**config.mk**
```make
export PLATFORM = sky130hd
export DESIGN_NAME = two_ended_buffer_allocator
export DESIGN_NICKNAME = d
export VERILOG_FILES = /design/src/hdl/tba_pkg.sv /design/src/hdl/tba_ram.sv /design/src/hdl/two_ended_buffer_allocator.sv
export SDC_FILE = /design/constraint.sdc
export NUM_CORES = 2
export LEC_CHECK = 0
export CAP_MARGIN = 20
export CORE_MARGIN = 2
export CORE_UTILIZATION = 47
export DETAILED_ROUTE_END_ITERATION = 10
export DONT_BUFFER_PORTS = 1
export GPL_TIMING_DRIVEN = 0
export PLACE_DENSITY = 0.68
export SYNTH_ARGS = -nofsm -noshare
export SYNTH_HDL_FRONTEND = slang
export SYNTH_SLANG_ARGS = --single-unit
```
**constraint.sdc**
```tcl
create_clock -name clk -period 10.6 [get_ports clk]
set_input_delay 0 -clock clk [delete_from_list [all_inputs] [get_ports clk]]
set_output_delay 0 -clock clk [all_outputs]
set_load 0.005 [all_outputs]
```
**src/hdl/tba_pkg.sv**
```systemverilog
package tba_pkg;

    localparam int SLOTS_DEF     = 16;
    localparam int ADDR_BITS_DEF = 28;
    localparam int FIELD_W       = 28;

    typedef enum logic [1:0] {
        ST_OK        = 2'd0,
        ST_NO_SPACE  = 2'd1,
        ST_FULL      = 2'd2,
        ST_NOT_FOUND = 2'd3
    } status_t;

    localparam logic OP_ALLOC = 1'b0;
    localparam logic OP_FREE  = 1'b1;

    typedef enum logic [3:0] {
        S_IDLE,
        S_SCAN_RD,
        S_SCAN,
        S_DECIDE,
        S_FREE_RD,
        S_FREE_CHK,
        S_MERGE_RD,
        S_MERGE,
        S_SUM_RD,
        S_SUM,
        S_DONE
    } state_t;

endpackage

```
**src/hdl/tba_ram.sv**
```systemverilog
module tba_ram #(
    parameter int WIDTH = 8,
    parameter int DEPTH = 16
) (
    input  logic                     clk,
    input  logic                     we,
    input  logic [$clog2(DEPTH)-1:0] waddr,
    input  logic [WIDTH-1:0]         wdata,
    input  logic [$clog2(DEPTH)-1:0] raddr,
    output logic [WIDTH-1:0]         rdata
);
    logic [WIDTH-1:0] mem [DEPTH];

    always_ff @(posedge clk)
    begin
        if (we)
        begin
            mem[waddr] <= wdata;
        end
        rdata <= mem[raddr];
    end
endmodule

```
**src/hdl/two_ended_buffer_allocator.sv**
```systemverilog
// two-ended buffer allocator, one transaction in flight at a time
// an allocate walks the table (S_SCAN), decides, then sums the table (S_SUM) before done;
//   a free also rereads the freed slot and, if it moves a mark, walks the merge states too
// every table walk goes through the one registered slot ram read port
// busy is high until the cycle done is strobed
// reset: asynchronous, marks and heap size go to zero, table emptied; receiver cannot stall
module two_ended_buffer_allocator #(
    parameter int SLOTS = tba_pkg::SLOTS_DEF
) (
    input  logic                        clk,
    input  logic                        rst_n,
    input  logic                        cfg_we,
    input  logic [tba_pkg::FIELD_W-1:0] cfg_wdata,
    input  logic                        start,
    output logic                        busy,
    input  logic                        op,
    input  logic [tba_pkg::FIELD_W-1:0] size,
    input  logic                        aligned,
    input  logic [tba_pkg::FIELD_W-1:0] free_offset,
    output logic                        done,
    output logic [1:0]                  status,
    output logic [tba_pkg::FIELD_W-1:0] offset,
    output logic [tba_pkg::FIELD_W-1:0] free_bytes,
    output logic [tba_pkg::FIELD_W-1:0] used_bytes,
    output logic [tba_pkg::FIELD_W-1:0] fragmented_bytes
);
    import tba_pkg::*;

    localparam int ADDR_BITS = ADDR_BITS_DEF;
    localparam int IW = $clog2(SLOTS);
    localparam int CW = IW;
    localparam int RW = 1 + 2 * ADDR_BITS;

    // slot payload ram: {from_top, start, length}
    logic          ram_we;
    logic [IW-1:0] ram_waddr;
    logic [RW-1:0] ram_wdata;
    logic [IW-1:0] ram_raddr;
    logic [RW-1:0] ram_rdata;

    tba_ram #(.WIDTH(RW), .DEPTH(SLOTS)) u_slot_ram (
        .clk   (clk),
        .we    (ram_we),
        .waddr (ram_waddr),
        .wdata (ram_wdata),
        .raddr (ram_raddr),
        .rdata (ram_rdata)
    );

    logic                 rd_top;
    logic [ADDR_BITS-1:0] rd_start;
    logic [ADDR_BITS-1:0] rd_len;
    assign rd_top   = ram_rdata[RW-1];
    assign rd_start = ram_rdata[2*ADDR_BITS-1:ADDR_BITS];
    assign rd_len   = ram_rdata[ADDR_BITS-1:0];

    state_t state_reg, state_next;
    logic [ADDR_BITS-1:0] low_reg, low_next, high_reg, high_next;
    logic [SLOTS-1:0] valid_reg, valid_next, inuse_reg, inuse_next;
    logic [CW-1:0]    idx_reg, idx_next;
    logic             op_reg, top_reg;
    logic [ADDR_BITS-1:0] size_reg, foff_reg;
    logic             hit_reg, hit_next;
    logic [IW-1:0]    hit_idx_reg, hit_idx_next;
    logic [ADDR_BITS-1:0] hit_start_reg, hit_start_next;
    logic [ADDR_BITS-1:0] used_reg, used_next, frag_reg, frag_next;
    logic [1:0]       st_reg, st_next;
    logic [ADDR_BITS-1:0] off_reg, off_next;
    logic             done_reg, done_next;

    // lowest empty slot, priority encode over valid bits
    logic          empty_any;
    logic [IW-1:0] empty_idx;
    always_comb
    begin
        empty_any = 1'b0;
        empty_idx = '0;
        for (int i = SLOTS - 1; i >= 0; i--)
        begin
            if (!valid_reg[i])
            begin
                empty_any = 1'b1;
                empty_idx = IW'(i);
            end
        end
    end

    logic [IW-1:0] cur;
    assign cur = idx_reg[IW-1:0];
    logic [ADDR_BITS-1:0] space;
    assign space = (high_reg >= low_reg) ? (high_reg - low_reg) : '0;
    logic [ADDR_BITS:0] rd_end;
    assign rd_end = {1'b0, rd_start} + {1'b0, rd_len};

    always_ff @(posedge clk or negedge rst_n)
    begin
        if (!rst_n)
        begin
            state_reg <= S_IDLE;
            low_reg   <= '0;
            high_reg  <= '0;
            valid_reg <= '0;
            inuse_reg <= '0;
            done_reg  <= 1'b0;
        end
        else if (cfg_we)
        begin
            low_reg   <= '0;
            high_reg  <= cfg_wdata[ADDR_BITS-1:0];
            valid_reg <= '0;
            inuse_reg <= '0;
            state_reg <= state_next;
            done_reg  <= done_next;
        end
        else
        begin
            state_reg <= state_next;
            low_reg   <= low_next;
            high_reg  <= high_next;
            valid_reg <= valid_next;
            inuse_reg <= inuse_next;
            done_reg  <= done_next;
        end
    end

    always_ff @(posedge clk)
    begin
        idx_reg       <= idx_next;
        hit_reg       <= hit_next;
        hit_idx_reg   <= hit_idx_next;
        hit_start_reg <= hit_start_next;
        used_reg      <= used_next;
        frag_reg      <= frag_next;
        st_reg        <= st_next;
        off_reg       <= off_next;
        if (state_reg == S_IDLE && start)
        begin
            op_reg   <= op;
            top_reg  <= aligned;
            size_reg <= size[ADDR_BITS-1:0];
            foff_reg <= free_offset[ADDR_BITS-1:0];
        end
    end

    always_comb
    begin
        state_next     = state_reg;
        low_next       = low_reg;
        high_next      = high_reg;
        valid_next     = valid_reg;
        inuse_next     = inuse_reg;
        idx_next       = idx_reg;
        hit_next       = hit_reg;
        hit_idx_next   = hit_idx_reg;
        hit_start_next = hit_start_reg;
        used_next      = used_reg;
        frag_next      = frag_reg;
        st_next        = st_reg;
        off_next       = off_reg;
        done_next      = 1'b0;
        ram_we         = 1'b0;
        ram_waddr      = empty_idx;
        ram_wdata      = {top_reg, high_reg - size_reg, size_reg};
        ram_raddr      = cur;

        case (state_reg)
            S_IDLE:
            begin
                if (start)
                begin
                    idx_next   = '0;
                    hit_next   = 1'b0;
                    st_next    = ST_OK;
                    off_next   = '0;
                    state_next = S_SCAN_RD;
                end
            end
            S_SCAN_RD:
            begin
                state_next = S_SCAN;
            end
            // walk the table for a reuse match (allocate) or an offset match (free)
            S_SCAN:
            begin
                if (!hit_reg && valid_reg[cur] &&
                    ((op_reg == OP_ALLOC && !inuse_reg[cur] && rd_len == size_reg) ||
                     (op_reg == OP_FREE && inuse_reg[cur] && rd_start == foff_reg)))
                begin
                    hit_next       = 1'b1;
                    hit_idx_next   = cur;
                    hit_start_next = rd_start;
                end
                if (idx_reg == CW'(SLOTS - 1))
                begin
                    state_next = S_DECIDE;
                end
                else
                begin
                    idx_next   = idx_reg + 1'b1;
                    state_next = S_SCAN_RD;
                end
            end
            S_DECIDE:
            begin
                idx_next = '0;
                if (op_reg == OP_ALLOC)
                begin
                    state_next = S_SUM_RD;
                    if (hit_reg)
                    begin
                        inuse_next[hit_idx_reg] = 1'b1;
                        off_next = hit_start_reg;
                    end
                    else if (size_reg > space)
                    begin
                        st_next = ST_NO_SPACE;
                    end
                    else if (!empty_any)
                    begin
                        st_next = ST_FULL;
                    end
                    else
                    begin
                        ram_we = 1'b1;
                        valid_next[empty_idx] = 1'b1;
                        inuse_next[empty_idx] = 1'b1;
                        if (top_reg)
                        begin
                            high_next = high_reg - size_reg;
                            off_next  = high_reg - size_reg;
                        end
                        else
                        begin
                            ram_wdata = {top_reg, low_reg, size_reg};
                            low_next  = low_reg + size_reg;
                            off_next  = low_reg;
                        end
                    end
                end
                else if (!hit_reg)
                begin
                    st_next    = ST_NOT_FOUND;
                    state_next = S_SUM_RD;
                end
                else
                begin
                    ram_raddr  = hit_idx_reg;
                    state_next = S_FREE_RD;
                end
            end
            S_FREE_RD:
            begin
                ram_raddr  = hit_idx_reg;
                state_next = S_FREE_CHK;
            end
            S_FREE_CHK:
            begin
                inuse_next[hit_idx_reg] = 1'b0;
                idx_next = '0;
                if (rd_top && rd_start == high_reg)
                begin
                    high_next = high_reg + rd_len;
                    valid_next[hit_idx_reg] = 1'b0;
                    state_next = S_MERGE_RD;
                end
                else if (rd_end == {1'b0, low_reg})
                begin
                    low_next = low_reg - rd_len;
                    valid_next[hit_idx_reg] = 1'b0;
                    state_next = S_MERGE_RD;
                end
                else
                begin
                    state_next = S_SUM_RD;
                end
            end
            S_MERGE_RD:
            begin
                state_next = S_MERGE;
            end
            // restart from slot zero each time a freed slot folds into a mark
            S_MERGE:
            begin
                if (valid_reg[cur] && !inuse_reg[cur] && rd_top && rd_start == high_reg)
                begin
                    high_next = high_reg + rd_len;
                    valid_next[cur] = 1'b0;
                    idx_next = '0;
                    state_next = S_MERGE_RD;
                end
                else if (valid_reg[cur] && !inuse_reg[cur] && !rd_top &&
                         rd_end == {1'b0, low_reg})
                begin
                    low_next = low_reg - rd_len;
                    valid_next[cur] = 1'b0;
                    idx_next = '0;
                    state_next = S_MERGE_RD;
                end
                else if (idx_reg == CW'(SLOTS - 1))
                begin
                    idx_next   = '0;
                    state_next = S_SUM_RD;
                end
                else
                begin
                    idx_next   = idx_reg + 1'b1;
                    state_next = S_MERGE_RD;
                end
            end
            S_SUM_RD:
            begin
                if (idx_reg == '0)
                begin
                    used_next = '0;
                    frag_next = '0;
                end
                state_next = S_SUM;
            end
            S_SUM:
            begin
                if (valid_reg[cur])
                begin
                    if (inuse_reg[cur])
                    begin
                        used_next = used_reg + rd_len;
                    end
                    else
                    begin
                        frag_next = frag_reg + rd_len;
                    end
                end
                if (idx_reg == CW'(SLOTS - 1))
                begin
                    state_next = S_DONE;
                end
                else
                begin
                    idx_next   = idx_reg + 1'b1;
                    state_next = S_SUM_RD;
                end
            end
            S_DONE:
            begin
                done_next  = 1'b1;
                state_next = S_IDLE;
            end
            default:
            begin
                state_next = S_IDLE;
            end
        endcase
    end

    // output registers, loaded in S_DONE and held until the next transaction finishes
    logic [1:0]           o_st_reg;
    logic [ADDR_BITS-1:0] o_off_reg, o_free_reg, o_used_reg, o_frag_reg;
    always_ff @(posedge clk)
    begin
        if (state_reg == S_DONE)
        begin
            o_st_reg   <= st_reg;
            o_off_reg  <= (st_reg == ST_OK) ? off_reg : '0;
            o_free_reg <= space;
            o_used_reg <= used_reg;
            o_frag_reg <= frag_reg;
        end
    end

    assign busy             = (state_reg != S_IDLE);
    assign done             = done_reg;
    assign status           = o_st_reg;
    assign offset           = FIELD_W'(o_off_reg);
    assign free_bytes       = FIELD_W'(o_free_reg);
    assign used_bytes       = FIELD_W'(o_used_reg);
    assign fragmented_bytes = FIELD_W'(o_frag_reg);

    a_inuse_valid: assert property (@(posedge clk) disable iff (!rst_n)
        (inuse_reg & ~valid_reg) == '0)
        else $error("in-use slot not valid");
    a_done_pulse: assert property (@(posedge clk) disable iff (!rst_n)
        done |=> !done)
        else $error("done longer than one cycle");
    a_done_idle: assert property (@(posedge clk) disable iff (!rst_n)
        done |-> state_reg == S_IDLE)
        else $error("done while busy");
endmodule
```
== Yosys cells after proc, flatten, opt, wreduce, memory -nomap -nowiden ==
Memory sizes are Yosys's and may differ from the RTL's. A register that Yosys moved wholly into a read port is not among the register bits.
Index checks and enable logic that the tools add are counted.

* $add $sub $neg: 9
* Magnitude comparators: 8
* Equal/unequal tests: 43
* Multiplexer cells: 137
* Bitwise logic cells: 9
* Reduce and logical (&&, ||, !) cells: 43

{| class="wikitable"
|+ Operators with widths
! cell !! count
|-
| 2-to-1 mux 28 bit || 30
|-
| 2-to-1 mux 57 bit || 6
|-
| 2-to-1 mux 16 bit || 14
|-
| one-hot mux 28 bit (2 select lines) || 3
|-
| one-hot mux 28 bit (3 select lines) || 2
|-
| 2-to-1 mux 4 bit || 31
|-
| adder 28 bit || 4
|-
| equality test 28 bit || 3
|-
| subtractor 28 bit || 3
|-
| bitwise AND 16 bit || 3
|-
| bitwise OR 16 bit || 3
|-
| one-hot mux 16 bit (3 select lines) || 1
|-
| != test 3 bit, second input constant || 14
|-
| one-hot mux 4 bit (10 select lines) || 1
|-
| inverter 16 bit || 2
|-
| one-hot mux 16 bit (2 select lines) || 1
|-
| 2-to-1 mux 1 bit || 31
|-
| adder 28 x 28 -> 29 bit || 1
|-
| equality test 29 x 28 -> 1 bit || 1
|-
| >= comparator 28 bit || 1
|-
| greater-than comparator 28 bit || 1
|-
| != test 4 bit, second input constant || 5
|-
| != test 2 bit, second input constant || 9
|-
| equality test 4 x 3 -> 1 bit, second input constant || 4
|-
| other kinds (30) || 75
|}

* Flip-flop bits (word level): 388
* Memory bits (writable): 912
* Bits of input ports: 90
* Output and inout bits: 116
* Logic and storage cells: 273
* Memories: 1

{| class="wikitable"
|+ Memories
! name !! words !! width !! rd ports !! clocked after Yosys merged registers in !! wr ports !! line !! text
|-
| u_slot_ram.mem || 16 || 57 || 1 || 1 || 1 || tba_ram.sv:12 || <nowiki>logic [WIDTH-1:0] mem [DEPTH];</nowiki>
|}

== Longest topological paths before layout ==
* Word-level depth: 27
* Gate-level depth with buffers: 31
* Depth with buffers taken out: 27

== Hierarchy ==
A second synthesis with hierarchy kept.

* Cells, all modules: 4499
* Area total of the unflattened synthesis: 63878.8 um2

{| class="wikitable"
|+ Modules (own cells, without submodules)
! module !! times used !! cells each !! area each (um2) !! sequential area each (um2)
|-
| tba_ram || 1 || 1470 || 35253.8 || 28527.4
|-
| two_ended_buffer_allocator || 1 || 3029 || 28625.0 || 11185.7
|}

== Worst setup path before layout ==
OpenSTA, ideal clock, no wires.

* Path kind: register to register
* From: reg state_reg[3]
* To: reg done_reg (netlist: done)
* Library setup time: 0.969 ns
* Arrival time: 9.100 ns
* Required time: 9.631 ns
* Setup slack: 0.531 ns
* Stages on the path, launching flop included: 4
* Buffers on the path: 2
* Clock period less this slack: 10.069 ns
* Cells stage by stage: dfrtp_1 -> clkbuf_1 -> clkbuf_1 -> nor3b_1

* Cells in the longest elaborated chain, start to end: 2

{| class="wikitable"
|+ RTL lines
! item !! line !! text
|-
| start: declaration || two_ended_buffer_allocator.sv:57 || <nowiki>state_t state_reg, state_next;</nowiki>
|-
| start signal: assignment || two_ended_buffer_allocator.sv:112 || <nowiki>state_reg <= state_next;</nowiki>
|-
| start signal: assignment || two_ended_buffer_allocator.sv:117 || <nowiki>state_reg <= state_next;</nowiki>
|-
| equality test 4 bit || two_ended_buffer_allocator.sv:166 || <nowiki>case (state_reg)</nowiki>
|-
| 2-to-1 mux 1 bit || two_ended_buffer_allocator.sv:166 ||
|-
| net done_next || two_ended_buffer_allocator.sv:69 || <nowiki>logic done_reg, done_next;</nowiki>
|-
| end signal: assignment || two_ended_buffer_allocator.sv:113 || <nowiki>done_reg <= done_next;</nowiki>
|-
| end signal: assignment || two_ended_buffer_allocator.sv:122 || <nowiki>done_reg <= done_next;</nowiki>
|-
| end: declaration || two_ended_buffer_allocator.sv:69 ||
|}

The timed path passes the listed nets, and every way through them passes these cells.
A chain may end at the register's enable or synchronous reset.

== Worst setup path in the final report ==
* From: reg low_reg[8]
* To: mem u_slot_ram.mem[2][5] (netlist name), enable pin

* Cells in the longest elaborated chain, start to end: 9
* Elaborated cells on any way between the ends: 10
* Classes of those cells: add/sub: 1; order compare: 2; mux: 7

{| class="wikitable"
|+ RTL lines
! item !! line !! text
|-
| start: declaration || two_ended_buffer_allocator.sv:58 || <nowiki>logic [ADDR_BITS-1:0] low_reg, low_next, high_reg, high_next;</nowiki>
|-
| start signal: assignment || two_ended_buffer_allocator.sv:118 || <nowiki>low_reg <= low_next;</nowiki>
|-
| subtractor 28 bit / >= comparator 28 bit (equally long branches) || two_ended_buffer_allocator.sv:91 || <nowiki>assign space = (high_reg >= low_reg) ? (high_reg - low_reg) : '0;</nowiki>
|-
| 2-to-1 mux 28 bit * || two_ended_buffer_allocator.sv:91 ||
|-
| greater-than comparator 28 bit * || two_ended_buffer_allocator.sv:214 || <nowiki>else if (size_reg > space)</nowiki>
|-
| 2-to-1 mux 1 bit * || two_ended_buffer_allocator.sv:214 ||
|-
| 2-to-1 mux 1 bit * || two_ended_buffer_allocator.sv:209 || <nowiki>if (hit_reg)</nowiki>
|-
| 2-to-1 mux 1 bit * || two_ended_buffer_allocator.sv:206 || <nowiki>if (op_reg == OP_ALLOC)</nowiki>
|-
| 2-to-1 mux 1 bit * || two_ended_buffer_allocator.sv:166 ||
|-
| 2-to-1 mux 1 bit * || tba_ram.sv:16 || <nowiki>if (we)</nowiki>
|-
| 2-to-1 mux 1 bit (implied by the code) * || tba_ram.sv:18 || <nowiki>mem[waddr] <= wdata;</nowiki>
|-
| end: declaration || tba_ram.sv:12 ||
|}

Mark *: on every way between the ends. The rest lies on a longest branch, timed or not.

==> summary.md <==
| Metric | Value |
|---|---|
| Final setup fails | `0` |
| First-pass GRT wire length | `310000 um` |
| Most frequent cells in the layout | `1207 x edfxtp_1, 369 x nand2_1, 298 x nor2_1` |
| Fmax | `102 MHz` |
| Pin count of the biggest net entering global routing | `94` |
| Top-area cell type share of the netlist area | `0.564` |
| Most flop-heavy register | `u_slot_ram.mem` |
| Dominant cell type by area after synthesis | `edfxtp_1` |
| DRC Markers | `0` |
| Post-DP HPWL | `161000 um` |
| Psw | `11.9 mW` |
| Port bufs | `0` |
| Crit path time final | `9.78 ns` |
| Cells after Synth | `4646` |
| Share of the cycle needed by the critical path after routing | `0.922` |
| Ys Warns | `0` |
| Maximum VDD drop | `0.000243 V` |
| Final Hold Viols | `0` |
| Leak Pwr | `26.0 nW` |
| Starting Density | `0.474` |
| Largest regs | `u_slot_ram.mem: 912 flops, u_slot_ram.rdata: 57 flops` |
| Drt wl/cell | `31.5 um` |
| Slew Viols, Final | `0` |
| Setup Buffers After CTS | `0` |
| Post-route ant nets | `0` |
| RD Place Congestion | `1.02` |
| Worst-path clk slew | `0.06 ns` |
| RSZ-0062 raised after global routing | `no` |
| Syn Std Cell Area | `64300 sq um` |
| Ys async rst share | `0.0685` |
| Post-synth EDFFs | `1207` |
| Register bit total from synthesis | `1357` |
| Sequential fraction of the synthesis area | `0.618` |
| Area of the die | `140000 sq um` |
| Slew headroom | `0.194` |
| Global route overflow | `0` |
| Clock sinks | `1357` |
| Synth Net Count | `4967` |
| Mean Syn Cell Area | `13.8 sq um` |
| Vias | `43800` |
| Power per cell area | `359 nW/um^2` |
| Vias per Instance | `6.27` |
| Hold_ws | `0.0599 ns` |
| Core ar. | `136000 sq um` |
| Die extent in y | `374 um` |
| Nets | `5388` |
| Post-CTS Resized | `0` |
| Fraction of power consumed by sequential logic | `0.329` |
| Distinct cells, synth | `93` |
| Internal cell power | `14.9 mW` |
| Class of the worst hold path | `input pin to flip-flop` |
| Critical Path Start Type | `flip-flop` |
| Antenna violations before repair | `18` |
| Layout overhead on the synthesized area | `16.2%` |
| Share of layout cells above drive strength 1 | `0.127` |
| Row count | `135` |
| Critical path class | `flip-flop to flip-flop` |
| Die X | `374 um` |
| Combinational power share | `0.482` |
| Status | `finished, final reports clean` |
| Clk pwr share | `0.189` |
| Drt first pass iters | `8` |
| Worst endpoint required time | `11.11 ns` |
| Sw Share | `0.444` |
| Most common cell after layout, fill and taps aside | `edfxtp_1` |
| Clk buf depth | `3` |
| TritonCTS clock tree | `yes` |
| Synth top area cells | `edfxtp_1 56%, mux4_2 8.3%, ha_1 4.4%` |
| CP Max Fanout | `10` |
| Clk_skew | `0.0390 ns` |
| Iter 0 DRT Violations | `5439` |
| Critical Path End Type | `flip-flop` |
| Clock Latency Late Sink | `0.81 ns` |
| Final instance area | `74700 sq um` |
| H-tree depth | `4` |
| Vias in the first global route | `42300` |
| Root buffer cell | `clkbuf_16` |
| Largest register FFs | `912` |
| Worst Max-Slew Pin Slew | `1.21 ns` |
| CTS buffer count | `144` |
| I/O Pins | `206` |
| Placed Area | `68100 sq um` |
| # Max-Cap Violations | `0` |
| CP Data Arrival Time | `10.29 ns` |
| Total Wirelength | `220000 um` |
| CTS Hold Bufs | `170` |
| Predominant post-synthesis flop cell | `edfxtp_1` |
| Global Route Usage Sum | `0.313` |
through the flow:
stage	setup TNS [ns]	utilization	total power, mW	worst slack [ns]	std cells
after floorplan	0	-	16.0	0.531	4646
after global placement	-3320.85	0.490	20.9	-5.85	6427
after detailed placement	0	0.502	21.3	1.05	6529
after CTS	0	0.550	26.5	1.04	6964
after global routing	0	0.550	28.0	0.523	6970
final	0	0.551	26.8	0.823	6979
layer usage:
layer	vias up	track usage	wire (um)
li1	18800	-	-
met1	22200	0.423	88700
met2	2276	0.482	100000
met3	449	0.0733	20800
met4	6	0.142	10300
met5	-	0	30
worst paths after layout:
| path | from | end | slack (ns) | cells after the start |
|---|---|---|---|---|
| setup / recovery | low_reg[8]$_DFFE_PN0P_ | u_slot_ram.mem[2][5]$_DFFE_PP_ | 0.82 | 25 |
| hold / removal | cfg_wdata[24] | high_reg[24]$_DFFE_PN0P_ | 0.06 | 3 |
| setup reg to reg | low_reg[8]$_DFFE_PN0P_ | u_slot_ram.mem[2][5]$_DFFE_PP_ | 0.82 | 25 |
| hold reg to reg | st_reg[1]$_SDFFCE_PN0P_ | status[1]$_DFFE_PP_ | 0.46 | 0 |
| max in group asynchronous | rst_n | high_reg[26]$_DFFE_PN0P_ | 9.70 | 4 |
| min in group asynchronous | rst_n | done$_DFF_PN0_ | 0.43 | 4 |
cells in the mapped netlist, drive strengths merged (8+ instances only):
| cell | instances |
|---|---|
| edfxtp | 1207 |
| mux4 | 238 |
| nor4 | 39 |
| nor2b | 33 |
| o31ai | 19 |
| o211ai | 18 |
| o21a | 36 |
| nand2 | 369 |
| xor2 | 115 |
| o22a | 15 |
| a21oi | 236 |
| mux2i | 55 |
| nand2b | 39 |
| o311ai | 9 |
| ha | 224 |
| a211oi | 97 |
| o21ai | 207 |
| a31oi | 81 |
| nand3 | 66 |
| nand3b | 9 |
| dfxtp | 57 |
| and4 | 8 |
| o31a | 9 |
| and2 | 121 |
| buf | 62 |
| mux2 | 20 |
| or3 | 17 |
| a21boi | 11 |
| o2111ai | 13 |
| and3 | 21 |
| inv | 119 |
| xnor2 | 143 |
| nor3b | 9 |
| clkbuf | 146 |
| dfrtp | 93 |
| nand4 | 48 |
| o21bai | 16 |
| nor3 | 89 |
| a21o | 60 |
| o22ai | 17 |
| or2 | 17 |
| nor2 | 313 |
| o221ai | 11 |
| a211o | 9 |
power by group through the flow:
stage	logic, mW	registers (mW)	clock network, mW
finish	12.9	8.81	5.07
detailed placement	12.4	8.82	0
CTS	12.6	8.71	5.14
global route	13.9	8.74	5.35
floorplan	8.17	7.83	0
global placement	12.0	8.94	0
final cells by class:
class	count	area, sq um
antenna	12	30.0
buffer	208	852
clock buffer	196	3930
clock inverter	69	828
fill	10900	61000
inverter	122	460
multi-input combinational	2959	23400
sequential	1357	39700
tap	1781	2230
timing repair buffer	275	3230
logic make-up after synthesis:
logic type,after synthesis,share of synthesized area
compound gates,943,0.0947
buf+inv,330,0.0204
flops,1357,0.618
mux,313,0.0955
fa+ha+maj,231,0.0458
simple gates,1214,0.0906
xor+xnor,258,0.0352
critical path, stage by stage, from the launching register on:
cell and delay, ns:
dfrtp_1 0.68, inv_1 0.46, ha_1 0.48, and4_1 0.20
nand2_1 0.18, o21ba_2 0.20, nor4_1 0.57, nor3_1 0.18
nor2_1 0.32, a2111oi_0 0.24, nor3_1 0.35, o21ai_0 0.17
xor2_1 0.26, nand2_1 0.09, ha_1 0.33, nand4_1 0.12
nor3_1 0.59, nand3_1 0.69, o21ai_1 0.73, nand3_1 0.40
clkbuf_1 0.56, nor3_2 0.86, buf_6 0.26, buf_6 0.18
buf_6 0.18, buf_6 0.16
Note: power is estimated with default switching activity, not from simulation.
